===== src/design/sha1h_pkg.sv =====
// Shared types and constants for the SHA-1 message hasher.
// Used by the controller, the datapath, the top level and the checker.
// Depends on nothing.
package sha1h_pkg;

   // Payload of one request and of one digest word.
   typedef struct packed {
      logic [7:0] data_byte;
      logic       byte_valid;
      logic       end_of_message;
   } req_payload_type;

   typedef struct packed {
      logic [31:0] digest_word;
      logic [2:0]  word_index;
      logic        last_word;
   } rsp_payload_type;

   // Where the datapath takes the next block byte from.
   typedef enum logic [1:0] {
      BYTE_INPUT,
      BYTE_PAD,
      BYTE_ZERO,
      BYTE_LEN
   } byte_sel_type;

   typedef struct packed {
      logic         put;        // write one byte into the block
      byte_sel_type byte_sel;
      logic         count_len;  // add eight to the bit length
      logic         round;      // run one compression round
      logic         add;        // fold the round registers into the chain
      logic         clear;      // return to the initial hash state
      logic [2:0]   word_sel;   // chain word shown on the digest output
   } dp_cmd_type;

   typedef struct packed {
      logic [5:0] pos;
      logic       round_last;
   } dp_status_type;

   localparam logic [31:0] IV0 = 32'h67452301;
   localparam logic [31:0] IV1 = 32'hEFCDAB89;
   localparam logic [31:0] IV2 = 32'h98BADCFE;
   localparam logic [31:0] IV3 = 32'h10325476;
   localparam logic [31:0] IV4 = 32'hC3D2E1F0;

   localparam logic [31:0] K0 = 32'h5A827999;
   localparam logic [31:0] K1 = 32'h6ED9EBA1;
   localparam logic [31:0] K2 = 32'h8F1BBCDC;
   localparam logic [31:0] K3 = 32'hCA62C1D6;

   localparam logic [7:0] PAD_BYTE        = 8'h80;
   localparam logic [5:0] LEN_POS         = 6'd56;
   localparam logic [5:0] PRE_LEN_POS     = 6'd55;
   localparam logic [5:0] BLOCK_LAST_POS  = 6'd63;
   localparam logic [6:0] ROUND_LAST      = 7'd79;
   localparam logic [2:0] LAST_WORD_INDEX = 3'd4;

endpackage


===== src/design/sha1h_controller.sv =====
// Controller of the SHA-1 hasher: sequences byte intake, padding, the
// 80 compression rounds and the digest output. Depends on sha1h_pkg.
module sha1h_controller (
   input  logic                    clock,
   input  logic                    reset,
   input  logic                    req_valid,
   input  logic                    req_byte_valid,
   input  logic                    req_end,
   output logic                    req_ready,
   output logic                    rsp_valid,
   input  logic                    rsp_ready,
   output logic [2:0]              word_index,
   output logic                    last_word,
   output sha1h_pkg::dp_cmd_type    cmd,
   input  sha1h_pkg::dp_status_type status
);
   import sha1h_pkg::*;

   typedef enum logic [2:0] {
      ST_IDLE,
      ST_PAD80,
      ST_PADZ,
      ST_PADLEN,
      ST_ROUND,
      ST_ADD,
      ST_OUT
   } state_type;

   state_type  state_ff, state_in;
   state_type  resume_ff, resume_in;
   logic [2:0] out_idx_ff, out_idx_in;
   logic       ready_ff, valid_ff;

   always_comb begin
      state_in     = state_ff;
      resume_in    = resume_ff;
      out_idx_in   = out_idx_ff;
      cmd          = '0;
      cmd.byte_sel = BYTE_INPUT;
      cmd.word_sel = out_idx_ff;

      case (state_ff)
         ST_IDLE: begin
            if (req_valid && ready_ff) begin
               if (req_byte_valid) begin
                  cmd.put       = 1'b1;
                  cmd.count_len = 1'b1;
               end
               if (req_byte_valid && status.pos == BLOCK_LAST_POS) begin
                  state_in  = ST_ROUND;
                  resume_in = req_end ? ST_PAD80 : ST_IDLE;
               end else if (req_end) begin
                  state_in = ST_PAD80;
               end
            end
         end
         ST_PAD80: begin
            cmd.put      = 1'b1;
            cmd.byte_sel = BYTE_PAD;
            if (status.pos == BLOCK_LAST_POS) begin
               state_in  = ST_ROUND;
               resume_in = ST_PADZ;
            end else if (status.pos == PRE_LEN_POS) begin
               state_in = ST_PADLEN;
            end else begin
               state_in = ST_PADZ;
            end
         end
         ST_PADZ: begin
            cmd.byte_sel = BYTE_ZERO;
            if (status.pos == LEN_POS) begin
               state_in = ST_PADLEN;
            end else begin
               cmd.put = 1'b1;
               if (status.pos == BLOCK_LAST_POS) begin
                  state_in  = ST_ROUND;
                  resume_in = ST_PADZ;
               end
            end
         end
         ST_PADLEN: begin
            cmd.put      = 1'b1;
            cmd.byte_sel = BYTE_LEN;
            if (status.pos == BLOCK_LAST_POS) begin
               state_in  = ST_ROUND;
               resume_in = ST_OUT;
            end
         end
         ST_ROUND: begin
            cmd.round = 1'b1;
            if (status.round_last) state_in = ST_ADD;
         end
         ST_ADD: begin
            cmd.add    = 1'b1;
            state_in   = resume_ff;
            out_idx_in = 3'd0;
         end
         ST_OUT: begin
            if (rsp_ready) begin
               if (out_idx_ff == LAST_WORD_INDEX) begin
                  cmd.clear = 1'b1;
                  state_in  = ST_IDLE;
               end else begin
                  out_idx_in = out_idx_ff + 3'd1;
               end
            end
         end
         default: state_in = ST_IDLE;
      endcase
   end

   always_ff @(posedge clock) begin
      if (reset) begin
         state_ff   <= ST_IDLE;
         resume_ff  <= ST_IDLE;
         out_idx_ff <= 3'd0;
         ready_ff   <= 1'b1;
         valid_ff   <= 1'b0;
      end else begin
         state_ff   <= state_in;
         resume_ff  <= resume_in;
         out_idx_ff <= out_idx_in;
         ready_ff   <= (state_in == ST_IDLE);
         valid_ff   <= (state_in == ST_OUT);
      end
   end

   assign req_ready  = ready_ff;
   assign rsp_valid  = valid_ff;
   assign word_index = out_idx_ff;
   assign last_word  = (out_idx_ff == LAST_WORD_INDEX);

endmodule


===== config.mk =====
export PLATFORM = sky130hd
export DESIGN_NAME = sha1h_controller
export DESIGN_NICKNAME = d
export VERILOG_FILES = /design/src/design/sha1h_pkg.sv /design/src/design/sha1h_controller.sv
export SDC_FILE = /design/constraint.sdc
export NUM_CORES = 1
export LEC_CHECK = 0
export ABC_AREA = 1
export BUFFER_PORTS_ARGS = -buffer_cell sky130_fd_sc_hd__buf_2
export CAP_MARGIN = 20
export CORE_MARGIN = 4
export CORE_UTILIZATION = 48
export CTS_CLUSTER_SIZE = 40
export DETAILED_ROUTE_END_ITERATION = 10
export PLACE_DENSITY_LB_ADDON = 0.08
export SLEW_MARGIN = 20
export SYNTH_ARGS = -nofsm -noshare
export SYNTH_HDL_FRONTEND = slang
export SYNTH_SLANG_ARGS = --single-unit

===== constraint.sdc =====
create_clock -name clock -period 1.7 [get_ports clock]
set_clock_uncertainty 0.15 [all_clocks]
set_input_delay 0.085 -clock clock [delete_from_list [all_inputs] [get_ports clock]]
set_output_delay 0.085 -clock clock [all_outputs]
set_load 0.005 [all_outputs]

==> results.sh <==
export IMPL_status="complete, no violations"
export IMPL_synth_edf_count=0
export IMPL_detail_route_antenna_nets=0
export IMPL_routed_wirelength_mm=1.93
export IMPL_grt_pass1_vias=782
export IMPL_syn_instance_count=139
export IMPL_multi_input_area_um2=523
export IMPL_crit_start="state_ff[2]"
export IMPL_worst_pin_slew_ns=0.259
export IMPL_syn_cell_area_um2=856
export IMPL_vias=901
export IMPL_synth_ff_type="dfxtp_1"
export IMPL_worst_setup_path_end_kind="output pin"
export IMPL_rsz0062_at_grt="no"
export IMPL_grt_max_degree=8
export IMPL_via_per_inst=4.62
export IMPL_place_gp_congestion=0.820
export IMPL_dp_hpwl_mm=1.64
export IMPL_async_reset_ff_share_pct=0
export IMPL_synth_common_cells="nand2_1 (32), inv_1 (19), nor2_1 (18)"
export IMPL_hp_class="input port to flop"
export IMPL_power_density_nw_per_um2=745
export IMPL_p_int_uw=514
export IMPL_area_delta_synth_final_pct=25.9
export IMPL_antenna_found_initial=0
export IMPL_p_leak_uw=0.000639
export IMPL_grt_overflow_total=0
export IMPL_slew_headroom_pct=82.6
export IMPL_ir_drop_uv=626
export IMPL_drt_iter0_drc=15
export IMPL_synth_nets=154
export IMPL_coreArea_um2=1590
export IMPL_clockRootBuffer="clkbuf_4"
export IMPL_totalNegativeSetupSlack_ns=0
export IMPL_start_kind="flop"
export IMPL_p_sw_uw=289
export IMPL_synth_warning_count=0
export IMPL_min_path_cells=5
export IMPL_cts_max_path_buffers=2
export IMPL_period_minus_slack_ns=1.61
export IMPL_ys_top_cells_by_area="dfxtp_1 (26%), nand2_1 (14%), inv_1 (8.3%)"
export IMPL_reg2regPathDepth=11
export IMPL_crit_type="flop to output pin"
export IMPL_avgSynthCellArea_um2=6.16
export IMPL_final_hold_viol_count=0
export IMPL_die_height_um=50.2
export IMPL_dr_pass1_iters=4
export IMPL_switching_share_pct=36.0
export IMPL_tritoncts="built"
export IMPL_max_cap_violations=0
export IMPL_fin_crit_sh_pct=94.6
export IMPL_clk_latency_ns=0.26
export IMPL_finalSetupViolCount=0
export IMPL_seq_area_um2=228
export IMPL_num_rows=14
export IMPL_track_usage_pct=15.8
export IMPL_synth_cell_types=22
export IMPL_r2r_slack_ns=0.19
export IMPL_cts_made_buffers=3
export IMPL_cp_endpoint="cmd[9]"
export IMPL_final_core_util_pct=67.6
export IMPL_critPathMaxFanout=5
export IMPL_die_x_um=50.2
export IMPL_drive_gt1_share_pct=39.8
export IMPL_portBuffers=28
export IMPL_antenna_cells=0
export IMPL_clk_pin_slew_ns=0.06
export IMPL_clock_power_share_pct=20.3
export IMPL_avgRoutedWirePerCell_um=9.90
export IMPL_max_freq_mhz=622
export IMPL_dieArea_um2=2520
export IMPL_arrival_ns=1.37
export IMPL_num_fill_cells=161
export IMPL_r2r_end="rsp_valid"
export IMPL_htreeDepth=1
export IMPL_required_ns=1.46
export IMPL_yosys_area_top_type_share_pct=25.7
export IMPL_ys_seq_area_share_pct=25.7
export IMPL_ioPinCount=29
export IMPL_grt_pass1_wl_mm=3.19
export IMPL_drc=0
export IMPL_fin_nets=187
export IMPL_cts_sinks=11
export IMPL_synth_most_common_cell="nand2_1"
export IMPL_r2r_start="word_index[0]"
export IMPL_synth_top_cell_by_area="dfxtp_1"
export IMPL_initial_utilization_pct=53.7
export IMPL_synth_seq_cells=11
export IMPL_slew_violations=0
export IMPL_pwr_share_seq_pct=40.4
export IMPL_combinationalPowerShare_pct=39.3
## flip-flops by register name, indices dropped and copies added (netlist names)
signal,count
resume_ff,3
state_ff,3
word_index,3
req_ready,1
rsp_valid,1
## worst max-delay path, stage by stage (launching register included)
cell	delay, ns
dfxtp_2	0.35
buf_4	0.14
nor3_4	0.04
and2_1	0.17
or2_2	0.29
buf_2	0.13
## logic make-up (layout without fill, tap and decap cells)
group,count (synthesis),count (layout),share of synthesized area [%]
DFF,11,11,25.7
buffers and inverters,30,62,15.4
AOI/OAI and AO/OA,12,12,7.46
and+or+nand+nor,83,83,47.5
xor gates and xnor gates,1,1,1.02
adders and majority gates,2,2,2.92
## through the flow
| stage | power, uW | instance area [um^2] | cells | worst slack [ns] | hold WS (ns) |
|---|---|---|---|---|---|
| after floorplan | 528 | 856 | 139 | 0.256 | 0.00407 |
| after global placement | 609 | 1010 | 189 | 0.192 | 0.190 |
| after detailed placement | 618 | 1010 | 189 | 0.150 | 0.199 |
| after CTS | 789 | 1040 | 194 | 0.00187 | 0.0180 |
| after global routing | 883 | 1080 | 195 | 0.0154 | 0.0398 |
| final | 803 | 1080 | 195 | 0.0912 | 0.0272 |
## what timing repair did
action                                 in CTS  in global routing
setup endpoints to repair                   1                  2
resized for setup                           1                  9
hold buffers                                1                  0
pin swaps                                   0                  0
endpoints found under the hold margin       6                  0
buffers inserted                            0                  1
## layout make-up
type                            instances  share of cell area (%)
Multi-Input combinational cell         98                    48.5
Clock buffer                            4                    2.44
Inverter                               26                    9.06
Tap cell                               24                    2.79
Timing Repair Buffer                   32                    16.0
Sequential cell                        11                    21.1
## routing by layer
metal | global-route usage [%] | vias up | share of wire [%]
met5 | 0 | - | 0
met4 | 6.91 | 0 | 1.5
met3 | 2.07 | 5 | 5.4
met2 | 26.3 | 23 | 47
met1 | 20.2 | 385 | 46
li1 | - | 488 | -
## placed cells by master (no fill, tap or decap), drive strengths merged
cell type	netlist	routed
o21ai	4	4
buf	4	31
dlygate4sd3	0	1
nor2	23	23
clkbuf	0	4
xor2	1	1
dfxtp	11	11
nor3	2	2
a21oi	8	8
ha	2	2
and2	1	1
nand3	16	16
or2	1	1
inv	26	26
nand2	40	40
## worst min-delay path by stage
stage	start	to	slack, ns
floorplan	reset	resume_ff[1]	0.004
global placement	reset	word_index[2]	0.19
detailed placement	reset	word_index[2]	0.20
CTS	req_end	resume_ff[0]	0.02
global route	req_end	resume_ff[0]	0.04
finish	req_end	resume_ff[0]	0.03
## power by group through the flow
stage / Clock (uW) / Combinational (uW) / Sequential, uW
2_1_floorplan: 0 / 206 / 323
3_3_place_gp: 0 / 283 / 326
3_5_place_dp: 0 / 290 / 328
4_1_cts: 172 / 293 / 323
5_1_grt: 195 / 358 / 331
6_report: 163 / 315 / 325
No activity file was read; power rests on OpenSTA's default activity.
