**src/design/sha1h_pkg.sv**
```systemverilog
// Shared types and constants for the SHA-1 message hasher.
// Used by the controller, the datapath, the top level and the checker.
// Depends on nothing.
package sha1h_pkg;

   // Payload of one request and of one digest word.
   typedef struct packed {
      logic [7:0] data_byte;
      logic       byte_valid;
      logic       end_of_message;
   } req_payload_type;

   typedef struct packed {
      logic [31:0] digest_word;
      logic [2:0]  word_index;
      logic        last_word;
   } rsp_payload_type;

   // Where the datapath takes the next block byte from.
   typedef enum logic [1:0] {
      BYTE_INPUT,
      BYTE_PAD,
      BYTE_ZERO,
      BYTE_LEN
   } byte_sel_type;

   typedef struct packed {
      logic         put;        // write one byte into the block
      byte_sel_type byte_sel;
      logic         count_len;  // add eight to the bit length
      logic         round;      // run one compression round
      logic         add;        // fold the round registers into the chain
      logic         clear;      // return to the initial hash state
      logic [2:0]   word_sel;   // chain word shown on the digest output
   } dp_cmd_type;

   typedef struct packed {
      logic [5:0] pos;
      logic       round_last;
   } dp_status_type;

   localparam logic [31:0] IV0 = 32'h67452301;
   localparam logic [31:0] IV1 = 32'hEFCDAB89;
   localparam logic [31:0] IV2 = 32'h98BADCFE;
   localparam logic [31:0] IV3 = 32'h10325476;
   localparam logic [31:0] IV4 = 32'hC3D2E1F0;

   localparam logic [31:0] K0 = 32'h5A827999;
   localparam logic [31:0] K1 = 32'h6ED9EBA1;
   localparam logic [31:0] K2 = 32'h8F1BBCDC;
   localparam logic [31:0] K3 = 32'hCA62C1D6;

   localparam logic [7:0] PAD_BYTE        = 8'h80;
   localparam logic [5:0] LEN_POS         = 6'd56;
   localparam logic [5:0] PRE_LEN_POS     = 6'd55;
   localparam logic [5:0] BLOCK_LAST_POS  = 6'd63;
   localparam logic [6:0] ROUND_LAST      = 7'd79;
   localparam logic [2:0] LAST_WORD_INDEX = 3'd4;

endpackage

```
**src/design/sha1h_datapath.sv**
```systemverilog
// Datapath of the SHA-1 hasher: byte packing, schedule shift line, round
// registers, chaining values and bit length. Depends on sha1h_pkg.
module sha1h_datapath (
   input  logic                    clock,
   input  logic                    reset,
   input  sha1h_pkg::dp_cmd_type    cmd,
   input  logic [7:0]              in_byte,
   output sha1h_pkg::dp_status_type status,
   output logic [31:0]             digest_word
);
   import sha1h_pkg::*;

   logic [31:0] chain_ff [5];
   logic [31:0] chain_in [5];
   logic [31:0] rr_ff [5];
   logic [31:0] rr_in [5];
   // sched_ff[0] holds the word used by the current round.
   logic [31:0] sched_ff [16];
   logic [31:0] sched_in [16];
   logic [23:0] acc_ff, acc_in;
   logic [5:0]  pos_ff, pos_in;
   logic [63:0] len_ff, len_in;
   logic [6:0]  round_ff, round_in;

   logic [7:0]  byte_mux;
   logic [31:0] f_val, k_val, t_val, w_next, w_mix;

   always_comb begin
      case (cmd.byte_sel)
         BYTE_INPUT: byte_mux = in_byte;
         BYTE_PAD:   byte_mux = PAD_BYTE;
         BYTE_ZERO:  byte_mux = 8'h00;
         BYTE_LEN:   byte_mux = len_ff[63:56];
         default:    byte_mux = 8'h00;
      endcase
   end

   always_comb begin
      if (round_ff < 7'd20) begin
         f_val = (rr_ff[1] & rr_ff[2]) | (~rr_ff[1] & rr_ff[3]);
         k_val = K0;
      end else if (round_ff < 7'd40) begin
         f_val = rr_ff[1] ^ rr_ff[2] ^ rr_ff[3];
         k_val = K1;
      end else if (round_ff < 7'd60) begin
         f_val = (rr_ff[1] & rr_ff[2]) | (rr_ff[1] & rr_ff[3]) | (rr_ff[2] & rr_ff[3]);
         k_val = K2;
      end else begin
         f_val = rr_ff[1] ^ rr_ff[2] ^ rr_ff[3];
         k_val = K3;
      end
      t_val  = {rr_ff[0][26:0], rr_ff[0][31:27]} + f_val + rr_ff[4] + k_val + sched_ff[0];
      w_mix  = sched_ff[13] ^ sched_ff[8] ^ sched_ff[2] ^ sched_ff[0];
      w_next = {w_mix[30:0], w_mix[31]};
   end

   always_comb begin
      chain_in = chain_ff;
      rr_in    = rr_ff;
      sched_in = sched_ff;
      acc_in   = acc_ff;
      pos_in   = pos_ff;
      len_in   = len_ff;
      round_in = round_ff;

      if (cmd.put) begin
         acc_in = {acc_ff[15:0], byte_mux};
         pos_in = pos_ff + 6'd1;
         if (pos_ff[1:0] == 2'b11) begin
            for (int i = 0; i < 15; i++) sched_in[i] = sched_ff[i + 1];
            sched_in[15] = {acc_ff, byte_mux};
         end
         // The last byte of a block primes the compression.
         if (pos_ff == BLOCK_LAST_POS) begin
            rr_in    = chain_ff;
            round_in = 7'd0;
         end
         if (cmd.byte_sel == BYTE_LEN) len_in = {len_ff[55:0], 8'h00};
      end
      if (cmd.count_len) len_in = len_ff + 64'd8;

      if (cmd.round) begin
         rr_in[0] = t_val;
         rr_in[1] = rr_ff[0];
         rr_in[2] = {rr_ff[1][1:0], rr_ff[1][31:2]};
         rr_in[3] = rr_ff[2];
         rr_in[4] = rr_ff[3];
         for (int i = 0; i < 15; i++) sched_in[i] = sched_ff[i + 1];
         sched_in[15] = w_next;
         round_in = round_ff + 7'd1;
      end

      if (cmd.add) begin
         for (int i = 0; i < 5; i++) chain_in[i] = chain_ff[i] + rr_ff[i];
      end

      if (cmd.clear) begin
         chain_in[0] = IV0;
         chain_in[1] = IV1;
         chain_in[2] = IV2;
         chain_in[3] = IV3;
         chain_in[4] = IV4;
         len_in = 64'd0;
         pos_in = 6'd0;
      end
   end

   always_ff @(posedge clock) begin
      if (reset) begin
         chain_ff[0] <= IV0;
         chain_ff[1] <= IV1;
         chain_ff[2] <= IV2;
         chain_ff[3] <= IV3;
         chain_ff[4] <= IV4;
         len_ff      <= 64'd0;
         pos_ff      <= 6'd0;
         round_ff    <= 7'd0;
      end else begin
         chain_ff <= chain_in;
         len_ff   <= len_in;
         pos_ff   <= pos_in;
         round_ff <= round_in;
      end
   end

   always_ff @(posedge clock) begin
      rr_ff    <= rr_in;
      sched_ff <= sched_in;
      acc_ff   <= acc_in;
   end

   assign status.pos        = pos_ff;
   assign status.round_last = (round_ff == ROUND_LAST);
   assign digest_word       = chain_ff[cmd.word_sel];

endmodule

```
**config.mk**
```make
export PLATFORM = sky130hd
export DESIGN_NAME = sha1h_datapath
export DESIGN_NICKNAME = d
export VERILOG_FILES = /design/src/design/sha1h_pkg.sv /design/src/design/sha1h_datapath.sv
export SDC_FILE = /design/constraint.sdc
export NUM_CORES = 2
export LEC_CHECK = 0
export ABC_CLOCK_PERIOD_IN_PS = 14700
export BUFFER_PORTS_ARGS = -buffer_cell sky130_fd_sc_hd__buf_2
export CAP_MARGIN = 10
export CORE_ASPECT_RATIO = 0.9
export CORE_UTILIZATION = 40
export DETAILED_ROUTE_END_ITERATION = 8
export GPL_ROUTABILITY_DRIVEN = 1
export PLACE_DENSITY = 0.65
export SLEW_MARGIN = 40
export SYNTH_ARGS = -nofsm -noshare
export SYNTH_HDL_FRONTEND = slang
export SYNTH_SLANG_ARGS = --single-unit
```
**constraint.sdc**
```tcl
create_clock -name clock -period 14.7 [get_ports clock]
set_input_delay 2.205 -clock clock [delete_from_list [all_inputs] [get_ports clock]]
set_output_delay 2.205 -clock clock [all_outputs]
set_load 0.005 [all_outputs]
```
==> impl_metrics.yaml <==
floorplanning:
  fp.dieArea_sq_um: 120000
  std_cell_rows: 119
  die_x_microns: 365
  start_util: 0.405
  core-area_sq_um: 117000
  die_h_microns: 329
  num_io_pins: 59
place:
  port-buffer-count: 58
  dp_slack_ps: 7710
  globalplace.congestion: 0.938
  dp_hpwl_mm: 86.2
route:
  drcViolationCount: 0
  dr.pass1.iters: 5
  drt_iter0_markers: 3194
  wl_per_cell_microns: 21.2
  vias: 32100
  antenna_left: 0
  viasPerCell: 5.60
  wirelength_mm: 122
cts:
  clk_latency_ps: 710
  cts_tree: "yes"
  post_cts_resized: 0
  clkTransAtPathRegs_ps: 60
  cts_root_buffer: "clkbuf_16"
  cts_sinks: 930
  cts_inserted_buffers: 91
  cts.path.max_buffers: 3
  ctsHoldBuffers: 0
  htree_num_levels: 3
  cts_setup_buffers: 0
critical_path:
  critPathMaxFanout: 20
  reg2reg_slack_ps: 7560
  endpoint_kind: "flip-flop"
  crit_type: "reg -> reg"
  critPathLaunchType: "flip-flop"
  cp.required_ps: 15150
  worstPathArrival_ps: 7600
timing:
  fin_worst_skew_ps: 63.5
  setup_viol: 0
  finalCriticalPeriod_ps: 7140
  max_slew.worst_pin.slew_ps: 847
  finalCritPeriodShare: 0.486
  report.final.hold_viol_count: 0
  clock.fmax_ghz: 0.140
  post-route-worst-setup-slack_ps: 7560
  rsz0062_at_grt: "no"
  setup-tns-final_ps: 0
  drv_slew: 0
  slew_headroom: 0.432
cells_and_area:
  post-route-util: 0.450
  nets: 4428
  drive_gt1_frac: 0.103
  area_growth_pct: 11.1
grt:
  grt_overflow: 0
  grt_max_degree: 128
  grt_pass1_vias: 29800
  grt_first_pass_wirelength_mm: 185
  gr-usage-all-layers: 0.202
  antenna_found_initial: 3
synth:
  ys.flop_type: "edfxtp_1"
  yosys_warnings: 0
  synthArstFlopShare: 0
  ys_ff_latch: 930
  synth-edff-count: 696
  syn_inst: 4044
  ys_seq_area_frac: 0.538
  syn-num-nets: 4385
  syn_area_sq_um: 47600
  syn_area_per_cell_sq_um: 11.8
  synth_cell_types: 78
pwr:
  p_per_area_nw_per_um2: 177
  max-vdd-ir-drop_mv: 0.161
  power.leakage_nw: 20.1
hold_path:
  hold_path_class: "reg -> reg"
run_status:
  status: "finished clean"
flow_run:
  maxCapViolations: 0
## state kept, by name (all words and copies together), names as in the netlist
name,flops
acc_ff,24
chain_ff,160
len_ff,61
pos_ff,6
round_ff,7
rr_ff,160
sched_ff,512
## critical path, stage by stage (launching register included)
cell and delay, ps:
dfxtp_1 460, a41oi_1 150, buf_4 200, nand2_1 70, buf_4 320, inv_1 90
buf_4 260, nor2_2 580, buf_4 410, inv_1 400, nor2_1 220, nor2_1 70
fa_1 480, inv_1 50, fa_1 530, inv_1 40, ha_1 340, a21oi_1 250
o2111ai_1 130, o21ai_0 420, o21ai_0 230, a211oi_1 430, o21ai_0 240, xor2_1 180
mux2_2 270
## layer usage
layer	vias to the layer above	global-route usage	part of all wire
met5	-	0	0
met4	0	0.0609	0.031
met3	203	0.0313	0.065
met2	1071	0.303	0.44
met1	15900	0.301	0.47
li1	14900	-	-
## through the flow
step           power (mW)  std cells  hold slack, ps  area [sq um]
3_5_place_dp         6.93       5567             405         49700
6_report             9.36       5741             413         52800
2_1_floorplan        6.07       4044             400         47600
4_1_cts              9.36       5738             410         52800
5_1_grt              9.96       5739             416         52800
3_3_place_gp         6.87       5563             400         49600
## worst paths after layout
path / from / endpoint / depth (start not counted)
max: round_ff[5] / rr_ff[156] / 24
min: sched_ff[163] / sched_ff[195] / 0
max reg2reg: round_ff[5] / rr_ff[156] / 24
min reg2reg: sched_ff[163] / sched_ff[195] / 0
## placed cells by master, fill, tap and decap left out, drive strengths merged, types with 64 or more instances in the layout
cell	count
mux2	163
mux2i	151
o21ai	193
edfxtp	696
clkbuf	112
a21oi	275
buf	92
xnor2	181
dfxtp	234
xor2	64
nand3	67
ha	196
inv	236
nand2	214
nor2	388
fa	125
a21o	85
## cell type report
class                      count  area, sq um
inverter                     237          900
multi-input combinational   2735        20600
sequential                   930        25600
timing repair buffer          92          653
fill                       10700        64600
antenna                        3         7.51
clock buffer                 112         2450
clock inverter                59          641
tap                         1573         1970
## synth_stat cells (7+ instances only)
cell        n  area share
edfxtp_1  696        0.44
nor2_1    388       0.031
a21oi_1   275       0.029
inv_1     235       0.019
dfxtp_1   234       0.098
nand2_1   214       0.017
ha_1      196       0.052
o21ai_0   186       0.020
xnor2_1   181       0.033
mux2_2    163       0.039
mux2i_1   151       0.032
fa_1      125       0.053
clkbuf_1  113      0.0089
a21o_1     85       0.013
nand3_1    67      0.0071
xor2_1     64       0.012
nor3_1     57      0.0060
a211oi_1   51      0.0081
o22ai_1    48      0.0063
and3_1     35      0.0046
nand4_1    30      0.0039
nor2b_1    30      0.0039
a31oi_1    29      0.0038
buf_1      28      0.0022
o21a_1     28      0.0044
or3_1      28      0.0037
o211ai_1   23      0.0036
nand2b_1   22      0.0029
and2_1     19      0.0025
o21bai_1   19      0.0030
a221o_1    16      0.0034
o31ai_1    15      0.0024
a211o_1    14      0.0026
a221oi_1   14      0.0026
a21boi_0   13      0.0021
nor4_1     12      0.0016
a311oi_1   11      0.0020
and4_1      9      0.0017
a41oi_1     8      0.0015
a22o_1      7      0.0013
nand3b_1    7      0.0011
nor3b_1     7      0.0011
## report_power, final
| group | internal (mW) | switching [mW] | leakage, nW | total, mW |
|---|---|---|---|---|
| clock network | 1.36 | 1.06 | 1.50 | 2.42 |
| registers | 3.15 | 0.269 | 8.69 | 3.42 |
| logic | 1.55 | 1.97 | 9.89 | 3.52 |
| total | 6.06 | 3.30 | 20.1 | 9.36 |
## logic make-up after synthesis
logic type	count (synthesis)	share of synthesized area
AO/OA/AOI/OAI	905	0.121
XOR/XNOR	245	0.0451
adder cells (fa/ha/maj)	321	0.104
buffers and inverters	379	0.0299
flip-flops	930	0.538
multiplexers	314	0.0704
AND/OR/NAND/NOR	950	0.0919
No activity file was read; power rests on OpenSTA's default activity.
